==> config.mk <==
export PLATFORM = sky130hd
export DESIGN_NAME = burst_receiver_protocol_fsm
export DESIGN_NICKNAME = d
export VERILOG_FILES = /design/src/rtl/brp_pkg.sv /design/src/rtl/brp_divider.sv /design/src/rtl/brp_datapath.sv /design/src/rtl/brp_ctrl.sv /design/src/rtl/burst_receiver_protocol_fsm.sv
export VERILOG_INCLUDE_DIRS = /design/src /design/src/rtl
export SDC_FILE = /design/constraint.sdc
export NUM_CORES = 2
export LEC_CHECK = 0
export ABC_AREA = 1
export BUFFER_PORTS_ARGS = -buffer_cell sky130_fd_sc_hd__buf_4
export CORE_MARGIN = 4
export CORE_UTILIZATION = 45
export CTS_BUF_LIST = sky130_fd_sc_hd__clkbuf_16
export CTS_CLUSTER_DIAMETER = 100
export CTS_CLUSTER_SIZE = 8
export DETAILED_ROUTE_END_ITERATION = 8
export PLACE_DENSITY_LB_ADDON = 0.15
export SYNTH_ARGS = -nofsm -noshare
export SYNTH_HDL_FRONTEND = slang
export SYNTH_SLANG_ARGS = --single-unit
==> constraint.sdc <==
create_clock -name clk -period 10.16 [get_ports clk]
set_input_delay 2.032 -clock clk [delete_from_list [all_inputs] [get_ports clk]]
set_output_delay 2.032 -clock clk [all_outputs]
set_load 0.02 [all_outputs]
==> src/rtl/burst_receiver_protocol_fsm_defines.svh <==
// ----------------------------------------------------------------------------
// Burst receiver assertion macros
// Shared property macros for the burst receiver modules; they compile to
// nothing when SYNTHESIS is defined.
// ----------------------------------------------------------------------------
`ifndef BURST_RECEIVER_PROTOCOL_FSM_DEFINES_SVH
`define BURST_RECEIVER_PROTOCOL_FSM_DEFINES_SVH

`ifndef SYNTHESIS
`define BRP_ASSERT_IMP(lbl, ante, cons) \
  lbl: assert property (@(posedge clk) disable iff (!rst_n) (ante) |-> (cons)) \
    else $error("burst receiver assertion failed");
`define BRP_ASSERT_NXT(lbl, ante, cons) \
  lbl: assert property (@(posedge clk) disable iff (!rst_n) (ante) |=> (cons)) \
    else $error("burst receiver assertion failed");
`else
`define BRP_ASSERT_IMP(lbl, ante, cons)
`define BRP_ASSERT_NXT(lbl, ante, cons)
`endif

`endif

==> src/rtl/brp_pkg.sv <==
// ----------------------------------------------------------------------------
// Burst receiver package
// Types, codes and constants shared by the burst receiver modules.
// ----------------------------------------------------------------------------
package brp_pkg;

  localparam int unsigned MAX_PAYLOAD = 256;
  localparam int unsigned LEN_W       = 9;

  localparam int unsigned IN_TDATA_W  = 120;
  localparam int unsigned OUT_TDATA_W = 184;

  localparam int unsigned DIV_NUM_W = 39;
  localparam int unsigned DIV_DEN_W = 32;
  localparam int unsigned DIV_Q_W   = 9;
  localparam int unsigned DIV_CNT_W = $clog2(DIV_Q_W + 1);

  localparam logic [7:0] CH_W = 8'h57;
  localparam logic [7:0] CH_O = 8'h4F;
  localparam logic [7:0] CH_R = 8'h52;
  localparam logic [6:0] PCT_SCALE = 7'd100;

  typedef enum logic [2:0] {
    EV_TX_DONE   = 3'd0,
    EV_RX_PACKET = 3'd1,
    EV_RX_TIMEOUT = 3'd2,
    EV_CRC_ERROR = 3'd3,
    EV_ABORTED   = 3'd4,
    EV_LOCKED    = 3'd5,
    EV_UNLOCKED  = 3'd6,
    EV_START     = 3'd7
  } ev_t;

  typedef enum logic [2:0] {
    PH_IDLE   = 3'd0,
    PH_LISTEN = 3'd1,
    PH_ACK    = 3'd2,
    PH_DATA   = 3'd3,
    PH_RESULT = 3'd4
  } phase_t;

  typedef enum logic [2:0] {
    ACT_NONE         = 3'd0,
    ACT_LISTEN_WOR   = 3'd1,
    ACT_SEND_ACK     = 3'd2,
    ACT_LISTEN_DATA  = 3'd3,
    ACT_DELIVER      = 3'd4,
    ACT_DELIVER_LAST = 3'd5,
    ACT_SEND_RESULT  = 3'd6,
    ACT_BAD_HEADER   = 3'd7
  } action_t;

  typedef enum logic [2:0] {
    CS_IDLE,
    CS_MUL,
    CS_DIVGO,
    CS_DIV,
    CS_COMMIT
  } cs_t;

  typedef struct packed {
    logic load;
    logic mul;
    logic div_go;
    logic commit;
  } dp_cmd_t;

  typedef struct packed {
    logic div_busy;
  } dp_stat_t;

endpackage

==> src/rtl/brp_divider.sv <==
// ----------------------------------------------------------------------------
// Burst receiver shared divider
// Restoring divider that produces one quotient bit per cycle. The dividend
// shifted right by the quotient width must be below the divisor.
// ----------------------------------------------------------------------------
module brp_divider (
  input  logic                            clk,
  input  logic                            rst_n,
  input  logic                            start,
  input  logic [brp_pkg::DIV_NUM_W-1:0]   dividend,
  input  logic [brp_pkg::DIV_DEN_W-1:0]   divisor,
  output logic                            busy,
  output logic [brp_pkg::DIV_Q_W-1:0]     quotient
);

  logic                          run_r;
  logic                          run_nxt;
  logic [brp_pkg::DIV_CNT_W-1:0] cnt_r;
  logic [brp_pkg::DIV_CNT_W-1:0] cnt_nxt;
  logic [brp_pkg::DIV_DEN_W-1:0] rem_r;
  logic [brp_pkg::DIV_DEN_W-1:0] rem_nxt;
  logic [brp_pkg::DIV_Q_W-1:0]   num_r;
  logic [brp_pkg::DIV_Q_W-1:0]   num_nxt;
  logic [brp_pkg::DIV_Q_W-1:0]   q_r;
  logic [brp_pkg::DIV_Q_W-1:0]   q_nxt;
  logic [brp_pkg::DIV_DEN_W-1:0] den_r;
  logic [brp_pkg::DIV_DEN_W-1:0] den_nxt;
  logic [brp_pkg::DIV_DEN_W:0]   trial;
  logic                          ge;

  always_comb begin
    trial   = {rem_r, num_r[brp_pkg::DIV_Q_W-1]};
    ge      = trial >= {1'b0, den_r};
    run_nxt = run_r;
    cnt_nxt = cnt_r;
    rem_nxt = rem_r;
    num_nxt = num_r;
    q_nxt   = q_r;
    den_nxt = den_r;
    if (start) begin
      run_nxt = 1'b1;
      cnt_nxt = brp_pkg::DIV_CNT_W'(brp_pkg::DIV_Q_W);
      rem_nxt = brp_pkg::DIV_DEN_W'(dividend[brp_pkg::DIV_NUM_W-1:brp_pkg::DIV_Q_W]);
      num_nxt = dividend[brp_pkg::DIV_Q_W-1:0];
      den_nxt = divisor;
    end else if (run_r) begin
      rem_nxt = ge ? brp_pkg::DIV_DEN_W'(trial - {1'b0, den_r})
                   : trial[brp_pkg::DIV_DEN_W-1:0];
      num_nxt = {num_r[brp_pkg::DIV_Q_W-2:0], 1'b0};
      q_nxt   = {q_r[brp_pkg::DIV_Q_W-2:0], ge};
      cnt_nxt = cnt_r - 1'b1;
      if (cnt_r == brp_pkg::DIV_CNT_W'(1)) begin
        run_nxt = 1'b0;
      end
    end
  end

  always_ff @(posedge clk) begin
    if (!rst_n) begin
      run_r <= 1'b0;
      cnt_r <= '0;
    end else begin
      run_r <= run_nxt;
      cnt_r <= cnt_nxt;
    end
  end

  always_ff @(posedge clk) begin
    rem_r <= rem_nxt;
    num_r <= num_nxt;
    q_r   <= q_nxt;
    den_r <= den_nxt;
  end

  assign busy     = run_r;
  assign quotient = q_r;

endmodule

==> src/rtl/brp_datapath.sv <==
// ----------------------------------------------------------------------------
// Burst receiver datapath
// Holds the event fields, the protocol state and burst statistics, the
// multipliers and the shared divider, and builds the result beat.
// ----------------------------------------------------------------------------
module brp_datapath (
  input  logic                              clk,
  input  logic                              rst_n,
  input  brp_pkg::dp_cmd_t                  cmd,
  output brp_pkg::dp_stat_t                 stat,
  input  logic [2:0]                        in_tuser,
  input  logic [brp_pkg::IN_TDATA_W-1:0]    in_tdata,
  output logic [2:0]                        out_tuser,
  output logic [brp_pkg::OUT_TDATA_W-1:0]   out_tdata
);

  brp_pkg::ev_t           ev_r;
  logic [63:0]            head_r;
  logic [8:0]             len_r;
  logic signed [8:0]      rssi_r;
  logic [31:0]            foff_r;

  brp_pkg::phase_t        phase_r;
  brp_pkg::phase_t        phase_nxt;
  logic [31:0]            size_r;
  logic [31:0]            size_nxt;
  logic [7:0]             rate_r;
  logic [7:0]             rate_nxt;
  logic [31:0]            offs_r;
  logic [31:0]            offs_nxt;
  logic [31:0]            bytes_r;
  logic [31:0]            bytes_nxt;
  logic signed [8:0]      mean_r;
  logic signed [8:0]      mean_nxt;
  logic [15:0]            good_r;
  logic [15:0]            good_nxt;
  logic [15:0]            err_r;
  logic [15:0]            err_nxt;
  logic [6:0]             pct_r;
  logic [6:0]             pct_nxt;

  logic signed [25:0]     prod_r;
  logic [38:0]            loss_prod_r;
  logic                   acc_neg_r;
  logic signed [25:0]     acc;
  logic [25:0]            acc_mag;
  logic [8:0]             len_in;

  logic [brp_pkg::DIV_NUM_W-1:0] div_num;
  logic [brp_pkg::DIV_DEN_W-1:0] div_den;
  logic [brp_pkg::DIV_Q_W-1:0]   div_q;
  logic                          div_busy;
  logic [9:0]                    q_signed;

  brp_pkg::action_t       act;
  logic                   bad_header;
  logic [15:0]            pidx;
  logic [7:0]             dlen;
  logic [32:0]            byte_sum;

  logic [2:0]                        out_tuser_r;
  logic [brp_pkg::OUT_TDATA_W-1:0]   out_tdata_r;

  assign len_in = (in_tdata[72:64] > brp_pkg::LEN_W'(brp_pkg::MAX_PAYLOAD))
                  ? brp_pkg::LEN_W'(brp_pkg::MAX_PAYLOAD) : in_tdata[72:64];

  always_ff @(posedge clk) begin
    if (cmd.load) begin
      ev_r   <= brp_pkg::ev_t'(in_tuser);
      head_r <= in_tdata[63:0];
      len_r  <= len_in;
      rssi_r <= $signed(in_tdata[81:73]);
      foff_r <= in_tdata[113:82];
    end
    if (cmd.mul) begin
      prod_r      <= mean_r * $signed({1'b0, good_r});
      loss_prod_r <= 39'(size_r - bytes_r) * 39'(brp_pkg::PCT_SCALE);
    end
    if (cmd.div_go) begin
      acc_neg_r <= acc[25];
    end
  end

  always_comb begin
    acc     = prod_r + 26'(rssi_r);
    acc_mag = acc[25] ? 26'(-acc) : acc;
    if (ev_r == brp_pkg::EV_UNLOCKED) begin
      div_num = loss_prod_r;
      div_den = size_r;
    end else begin
      div_num = brp_pkg::DIV_NUM_W'(acc_mag[24:0]);
      div_den = brp_pkg::DIV_DEN_W'(16'(good_r + 16'd1));
    end
  end

  brp_divider u_div (
    .clk      (clk),
    .rst_n    (rst_n),
    .start    (cmd.div_go),
    .dividend (div_num),
    .divisor  (div_den),
    .busy     (div_busy),
    .quotient (div_q)
  );

  assign stat.div_busy = div_busy;
  assign q_signed      = acc_neg_r ? 10'(-{1'b0, div_q}) : {1'b0, div_q};

  always_comb begin
    phase_nxt  = phase_r;
    size_nxt   = size_r;
    rate_nxt   = rate_r;
    offs_nxt   = offs_r;
    bytes_nxt  = bytes_r;
    mean_nxt   = mean_r;
    good_nxt   = good_r;
    err_nxt    = err_r;
    pct_nxt    = pct_r;
    act        = brp_pkg::ACT_NONE;
    bad_header = 1'b0;
    pidx       = '0;
    dlen       = '0;
    byte_sum   = {1'b0, bytes_r} + 33'(len_r);
    unique case (ev_r)
      brp_pkg::EV_TX_DONE: begin
        if (phase_r == brp_pkg::PH_ACK) begin
          bytes_nxt = '0;
          mean_nxt  = '0;
          good_nxt  = '0;
          err_nxt   = '0;
          phase_nxt = brp_pkg::PH_DATA;
          act       = brp_pkg::ACT_LISTEN_DATA;
        end else if (phase_r == brp_pkg::PH_RESULT) begin
          phase_nxt = brp_pkg::PH_LISTEN;
        end
      end
      brp_pkg::EV_RX_PACKET: begin
        if (phase_r == brp_pkg::PH_LISTEN) begin
          if (head_r[7:0] == brp_pkg::CH_W && head_r[15:8] == brp_pkg::CH_O &&
              head_r[23:16] == brp_pkg::CH_R) begin
            size_nxt  = head_r[55:24];
            rate_nxt  = head_r[63:56];
            offs_nxt  = foff_r;
            phase_nxt = brp_pkg::PH_ACK;
            act       = brp_pkg::ACT_SEND_ACK;
          end else begin
            bad_header = 1'b1;
          end
        end else if (phase_r == brp_pkg::PH_DATA) begin
          pidx      = head_r[15:0];
          dlen      = (len_r >= 9'd2) ? 8'(len_r - 9'd2) : 8'd0;
          bytes_nxt = byte_sum[32] ? 32'hFFFF_FFFF : byte_sum[31:0];
          if (good_r != 16'hFFFF) begin
            good_nxt = good_r + 16'd1;
            mean_nxt = $signed(q_signed[8:0]);
          end
          act = (bytes_nxt == size_r) ? brp_pkg::ACT_DELIVER_LAST : brp_pkg::ACT_DELIVER;
        end
      end
      brp_pkg::EV_CRC_ERROR: begin
        if (phase_r == brp_pkg::PH_DATA && err_r != 16'hFFFF) begin
          err_nxt = err_r + 16'd1;
        end
      end
      brp_pkg::EV_ABORTED: begin
        phase_nxt = brp_pkg::PH_LISTEN;
      end
      brp_pkg::EV_UNLOCKED: begin
        if (phase_r == brp_pkg::PH_DATA) begin
          pct_nxt   = (size_r == 32'd0 || bytes_r > size_r) ? 7'd0 : div_q[6:0];
          phase_nxt = brp_pkg::PH_RESULT;
        end
      end
      brp_pkg::EV_START: begin
        size_nxt  = '0;
        rate_nxt  = '0;
        offs_nxt  = '0;
        bytes_nxt = '0;
        mean_nxt  = '0;
        good_nxt  = '0;
        err_nxt   = '0;
        pct_nxt   = '0;
        phase_nxt = brp_pkg::PH_LISTEN;
      end
      brp_pkg::EV_RX_TIMEOUT, brp_pkg::EV_LOCKED: begin
      end
    endcase
    priority if (phase_nxt == brp_pkg::PH_LISTEN) begin
      act = bad_header ? brp_pkg::ACT_BAD_HEADER : brp_pkg::ACT_LISTEN_WOR;
    end else if (phase_nxt == brp_pkg::PH_RESULT) begin
      act = brp_pkg::ACT_SEND_RESULT;
    end else begin
    end
  end

  always_ff @(posedge clk) begin
    if (!rst_n) begin
      phase_r <= brp_pkg::PH_IDLE;
      size_r  <= '0;
      rate_r  <= '0;
      offs_r  <= '0;
      bytes_r <= '0;
      mean_r  <= '0;
      good_r  <= '0;
      err_r   <= '0;
      pct_r   <= '0;
    end else if (cmd.commit) begin
      phase_r <= phase_nxt;
      size_r  <= size_nxt;
      rate_r  <= rate_nxt;
      offs_r  <= offs_nxt;
      bytes_r <= bytes_nxt;
      mean_r  <= mean_nxt;
      good_r  <= good_nxt;
      err_r   <= err_nxt;
      pct_r   <= pct_nxt;
    end
  end

  always_ff @(posedge clk) begin
    if (cmd.commit) begin
      out_tuser_r <= act;
      out_tdata_r <= {5'd0, offs_nxt, rate_nxt, size_nxt, pct_nxt, err_nxt, good_nxt,
                      mean_nxt, bytes_nxt, dlen, pidx, phase_nxt};
    end
  end

  assign out_tuser = out_tuser_r;
  assign out_tdata = out_tdata_r;

endmodule

==> src/rtl/brp_ctrl.sv <==
// ----------------------------------------------------------------------------
// Burst receiver controller
// Sequences one event through capture, multiply, division and commit, and
// owns both stream handshakes.
// ----------------------------------------------------------------------------
`include "burst_receiver_protocol_fsm_defines.svh"

module brp_ctrl (
  input  logic              clk,
  input  logic              rst_n,
  input  logic              in_tvalid,
  output logic              in_tready,
  output logic              out_tvalid,
  input  logic              out_tready,
  output brp_pkg::dp_cmd_t  cmd,
  input  brp_pkg::dp_stat_t stat
);

  brp_pkg::cs_t state_r;
  brp_pkg::cs_t state_nxt;
  logic         out_tvalid_r;
  logic         out_tvalid_nxt;
  logic         room;

  assign room = !out_tvalid_r || out_tready;

  always_comb begin
    state_nxt = state_r;
    unique case (state_r)
      brp_pkg::CS_IDLE: begin
        if (in_tvalid) begin
          state_nxt = brp_pkg::CS_MUL;
        end
      end
      brp_pkg::CS_MUL: begin
        state_nxt = brp_pkg::CS_DIVGO;
      end
      brp_pkg::CS_DIVGO: begin
        state_nxt = brp_pkg::CS_DIV;
      end
      brp_pkg::CS_DIV: begin
        if (!stat.div_busy) begin
          state_nxt = brp_pkg::CS_COMMIT;
        end
      end
      brp_pkg::CS_COMMIT: begin
        if (room) begin
          state_nxt = brp_pkg::CS_IDLE;
        end
      end
      default: begin
        state_nxt = brp_pkg::CS_IDLE;
      end
    endcase
  end

  always_comb begin
    in_tready  = 1'b0;
    cmd        = '0;
    unique case (state_r)
      brp_pkg::CS_IDLE: begin
        in_tready = 1'b1;
        cmd.load  = in_tvalid;
      end
      brp_pkg::CS_MUL: begin
        cmd.mul = 1'b1;
      end
      brp_pkg::CS_DIVGO: begin
        cmd.div_go = 1'b1;
      end
      brp_pkg::CS_DIV: begin
      end
      brp_pkg::CS_COMMIT: begin
        cmd.commit = room;
      end
      default: begin
      end
    endcase
    out_tvalid_nxt = cmd.commit ? 1'b1 : (out_tvalid_r && !out_tready);
  end

  always_ff @(posedge clk) begin
    if (!rst_n) begin
      state_r      <= brp_pkg::CS_IDLE;
      out_tvalid_r <= 1'b0;
    end else begin
      state_r      <= state_nxt;
      out_tvalid_r <= out_tvalid_nxt;
    end
  end

  assign out_tvalid = out_tvalid_r;

  `BRP_ASSERT_NXT(a_accept_to_mul, in_tvalid && in_tready, state_r == brp_pkg::CS_MUL)
  `BRP_ASSERT_NXT(a_divgo_starts_div, state_r == brp_pkg::CS_DIVGO, stat.div_busy)
  `BRP_ASSERT_NXT(a_div_end_commits, state_r == brp_pkg::CS_DIV && !stat.div_busy, state_r == brp_pkg::CS_COMMIT)
  `BRP_ASSERT_NXT(a_commit_shows_beat, cmd.commit, out_tvalid_r)
  `BRP_ASSERT_IMP(a_no_div_at_commit, state_r == brp_pkg::CS_COMMIT, !stat.div_busy)

endmodule

==> src/rtl/burst_receiver_protocol_fsm.sv <==
// Each input beat is one radio event and gives exactly one result beat. An
// event is accepted in the waiting state and then passes through the states
// in order: a multiply state, a state that loads the shared divider, a divide
// state that waits while its nine quotient steps run and a commit state that
// commits the state and loads the result into the output register; then the
// block is back in the waiting state and can accept the next event. A new
// event is accepted while an earlier result still waits at the output; only
// when a result cannot be loaded because the previous one has not been taken
// does the block hold its next event longer.
// ----------------------------------------------------------------------------
// Burst receiver protocol state machine
// Receiver end of a wake-up and burst exchange: checks the wake-up header,
// counts data packets and CRC errors, keeps a running mean of RSSI and works
// out the loss percentage when the radio unlocks.
// ----------------------------------------------------------------------------
module burst_receiver_protocol_fsm (
  input  logic                              clk,
  input  logic                              rst_n,
  input  logic                              in_tvalid,
  output logic                              in_tready,
  // mode [2:0]
  input  logic [2:0]                        in_tuser,
  // payload_head [63:0], rx_size [72:64], rssi [81:73], freq_offset [113:82]
  input  logic [brp_pkg::IN_TDATA_W-1:0]    in_tdata,
  output logic                              out_tvalid,
  input  logic                              out_tready,
  // action [2:0]
  output logic [2:0]                        out_tuser,
  // state_now [2:0], packet_index [18:3], payload_length [26:19],
  // bytes_received [58:27], rssi_average [67:59], packets_ok [83:68],
  // crc_errors [99:84], loss_percent [106:100], expected_size [138:107],
  // bitrate_code [146:139], offset_held [178:147]
  output logic [brp_pkg::OUT_TDATA_W-1:0]   out_tdata
);

  brp_pkg::dp_cmd_t  cmd;
  brp_pkg::dp_stat_t stat;

  brp_ctrl u_ctrl (
    .clk        (clk),
    .rst_n      (rst_n),
    .in_tvalid  (in_tvalid),
    .in_tready  (in_tready),
    .out_tvalid (out_tvalid),
    .out_tready (out_tready),
    .cmd        (cmd),
    .stat       (stat)
  );

  brp_datapath u_dp (
    .clk       (clk),
    .rst_n     (rst_n),
    .cmd       (cmd),
    .stat      (stat),
    .in_tuser  (in_tuser),
    .in_tdata  (in_tdata),
    .out_tuser (out_tuser),
    .out_tdata (out_tdata)
  );

endmodule

==> summary.txt <==
GRT
  – Initial antenna violation count: 4
  – GRT Util Overall: 24.1%
  – Vias in the first global route: between 30000 and 40000
  – Global route overflow: 0
  – Largest net degree at the start of global routing: 221
  – Global-route wire length before repair: 185000 um

Floorplan
  – Initial core utilization: 45.3%
  – Die area: 97000 um2
  – IO Pins: 316
  – Core area: 91500 um2
  – Rows: 111
  – Die width: about 310 um
  – Die Height: ~310 um

Cells and area
  – Share of layout cells above drive strength 1: 10.1%
  – Area grow syn2layout: 14.5%
  – # nets final: about 6000
  – Final Instance Count excl. Fillers: approximately 6600

Worst setup path
  – Critical Path RT: between 10 and 15 ns
  – CP arrival: 6.38 ns
  – CP Max Fanout: 5
  – Crit Path Category: flip-flop to flip-flop
  – Max stage delay on crit path: 0.50 ns
  – Crit path max-delay cell type: fa_1
  – Critical Path Start Type: flip-flop
  – CP endpoint kind: flip-flop

Logic synthesis
  – Syn Inst Count: 5080
  – YS warnings: 0
  – Yosys top cell area share: 32.1%
  – Post-Syn Area: slightly above 40000 um2
  – Synth top area cells: edfxtp_1 32%, inv_1 9.4%, nand2_1 9.1%, ha_1 8.2%, dfxtp_1 8.0%
  – Synth cell types: 59
  – Cell taking the most area after synthesis: edfxtp_1
  – Sequential area share after synthesis: 40.1%
  – Most numerous cell in the Yosys netlist: inv_1
  – Syn avg cell area: 8.16 um2
  – Synth Register Bits: just over 600
  – Post-synth EDFFs: 443
  – Async S/R FF share, synth: 0%
  – Commonest cells in the synthesized netlist: 1033 x inv_1, 1006 x nand2_1, 443 x edfxtp_1, 391 x a21oi_1, 341 x o21ai_0
  – Leading register cell type out of synthesis: edfxtp_1

Clock network
  – Resize count post-CTS: 0
  – Cts bufs inserted: 87
  – Post-CTS setup buffers: 0
  – Reg clk slew, reported paths: 0.05 ns
  – CTS Hold Bufs: 0
  – Clock sinks: 609
  – Root Buffer: clkbuf_16
  – Clock Latency Late Sink: 0.65 ns
  – # H-tree levels: 3
  – CTS tree: yes
  – CTS Buffer Depth: 3

Route
  – Wirelength, routed: around 120000 um
  – Antenna Nets Post-Route: 0
  – Vias: 34104
  – Drt first pass iters: 6
  – Post-route DRC: 0
  – DR WL/cell: 18.0 um
  – Detailed router's first-iteration violation count: 2393
  – DR vias/cell: 5.16

STA
  – Fin crit period: about 6 ns
  – RSZ-0062 raised after global routing: no
  – Max frequency: 167 MHz
  – Number of setup violations in the final report: 0
  – Period utilisation layout: between 50% and 60%
  – Slew headroom: 19.8%
  – Worst-Margin Slew: 1.20 ns
  – Setup tns final: 0 ns
  – Hold_ws: between 0.4 and 0.5 ns
  – Final count of pins violating max slew: 0
  – Final Hold Fails: 0
  – Skew final: 0.0458 ns

Job
  – Max capacitance violation total: 0

Placed design
  – Cell count after placement: ~6400
  – GP Congestion: 0.927
  – IO Port Bufs: roughly 300
  – DP HPWL: 90000 um

Hold path
  – Hold WC Path Type: flip-flop to flip-flop

Run status
  – Status: complete, no violations
## logic make-up after synthesis
logic type,count (synthesis),share of synthesized area (%)
XOR/XNOR,143,3.02
other,1,0.00905
AO/OA/AOI/OAI,971,12.9
AND/OR/NAND/NOR,1749,18.1
flip-flops,609,40.1
buffers and inverters,1202,11.2
adder cells (fa/ha/maj),405,14.7
## sequential cells by signal (all words and copies together) (netlist names), 4 cells and up
register / count
u_dp.out_tdata: 179
u_dp.head_r: 64
u_dp.loss_prod_r: 37
u_dp.bytes_r: 32
u_dp.foff_r: 32
u_dp.offs_r: 32
u_dp.size_r: 32
u_dp.u_div.den_r: 32
u_dp.u_div.rem_r: 32
u_dp.prod_r: 26
u_dp.err_r: 16
u_dp.good_r: 16
u_dp.len_r: 9
u_dp.mean_r: 9
u_dp.rssi_r: 9
u_dp.u_div.num_r: 9
u_dp.u_div.quotient: 9
u_dp.rate_r: 8
u_dp.pct_r: 7
u_dp.u_div.cnt_r: 4
## final timing paths
path         slack (ns)                  from                    to  cells after the start
max reg2reg        4.16        u_dp.size_r[0]  u_dp.loss_prod_r[38]                     29
min reg2reg        0.48  u_dp.u_div.rem_r[31]  u_dp.u_div.rem_r[31]                      2
min                0.48  u_dp.u_div.rem_r[31]  u_dp.u_div.rem_r[31]                      2
max                4.16        u_dp.size_r[0]  u_dp.loss_prod_r[38]                     29
## worst max-delay path, delay by kind of cell (launching register included)
kind,cells,cell delay [ns]
XOR/XNOR,1,0.19
buffers and inverters,6,0.52
AND/OR/NAND/NOR,9,0.81
AO/OA/AOI/OAI,7,1.71
adder cells (fa/ha/maj),6,2.14
flip-flops,1,0.37
## placed cells by master, fill, tap and decap left out, drive strengths merged, types with 135 or more instances in the layout
cell type,instances
nor2,315
o21ai,400
ha,270
edfxtp,443
inv,1109
nand3,242
fa,135
buf,332
dfxtp,166
nand2,1028
a21oi,397
## area by class of cell
cell class / instances / area (um2)
Inverter: 1047 / 3940
Timing Repair Buffer: 332 / 2520
Multi-Input combinational cell: 3273 / 20200
Fill cell: 8772 / 44100
Clock inverter: 72 / 427
Tap cell: 1186 / 1480
Sequential cell: 609 / 16600
Antenna cell: 1 / 2.50
Clock buffer: 88 / 2200
## stage by stage
stage	worst slack (ns)	util [%]	cell area [um2]
6_report	4.16	51.8	47400
3_5_place_dp	4.21	49.0	44800
5_1_grt	3.61	51.8	47400
3_3_place_gp	4.25	49.0	44800
2_1_floorplan	1.88	-	41500
4_1_cts	4.19	51.8	47400
## routing by layer
layer / vias up / track usage, % / wire [um]
met5: - / 0 / 13
met4: 2 / 7.31 / 3330
met3: 165 / 3.17 / 6290
met2: 939 / 39.7 / 54800
met1: 15907 / 33.3 / 54200
li1: 17091 / - / -
Power is left out: the tool's default activity adds up to more than one toggle a clock period on the data nets, which glitch-free logic cannot reach.
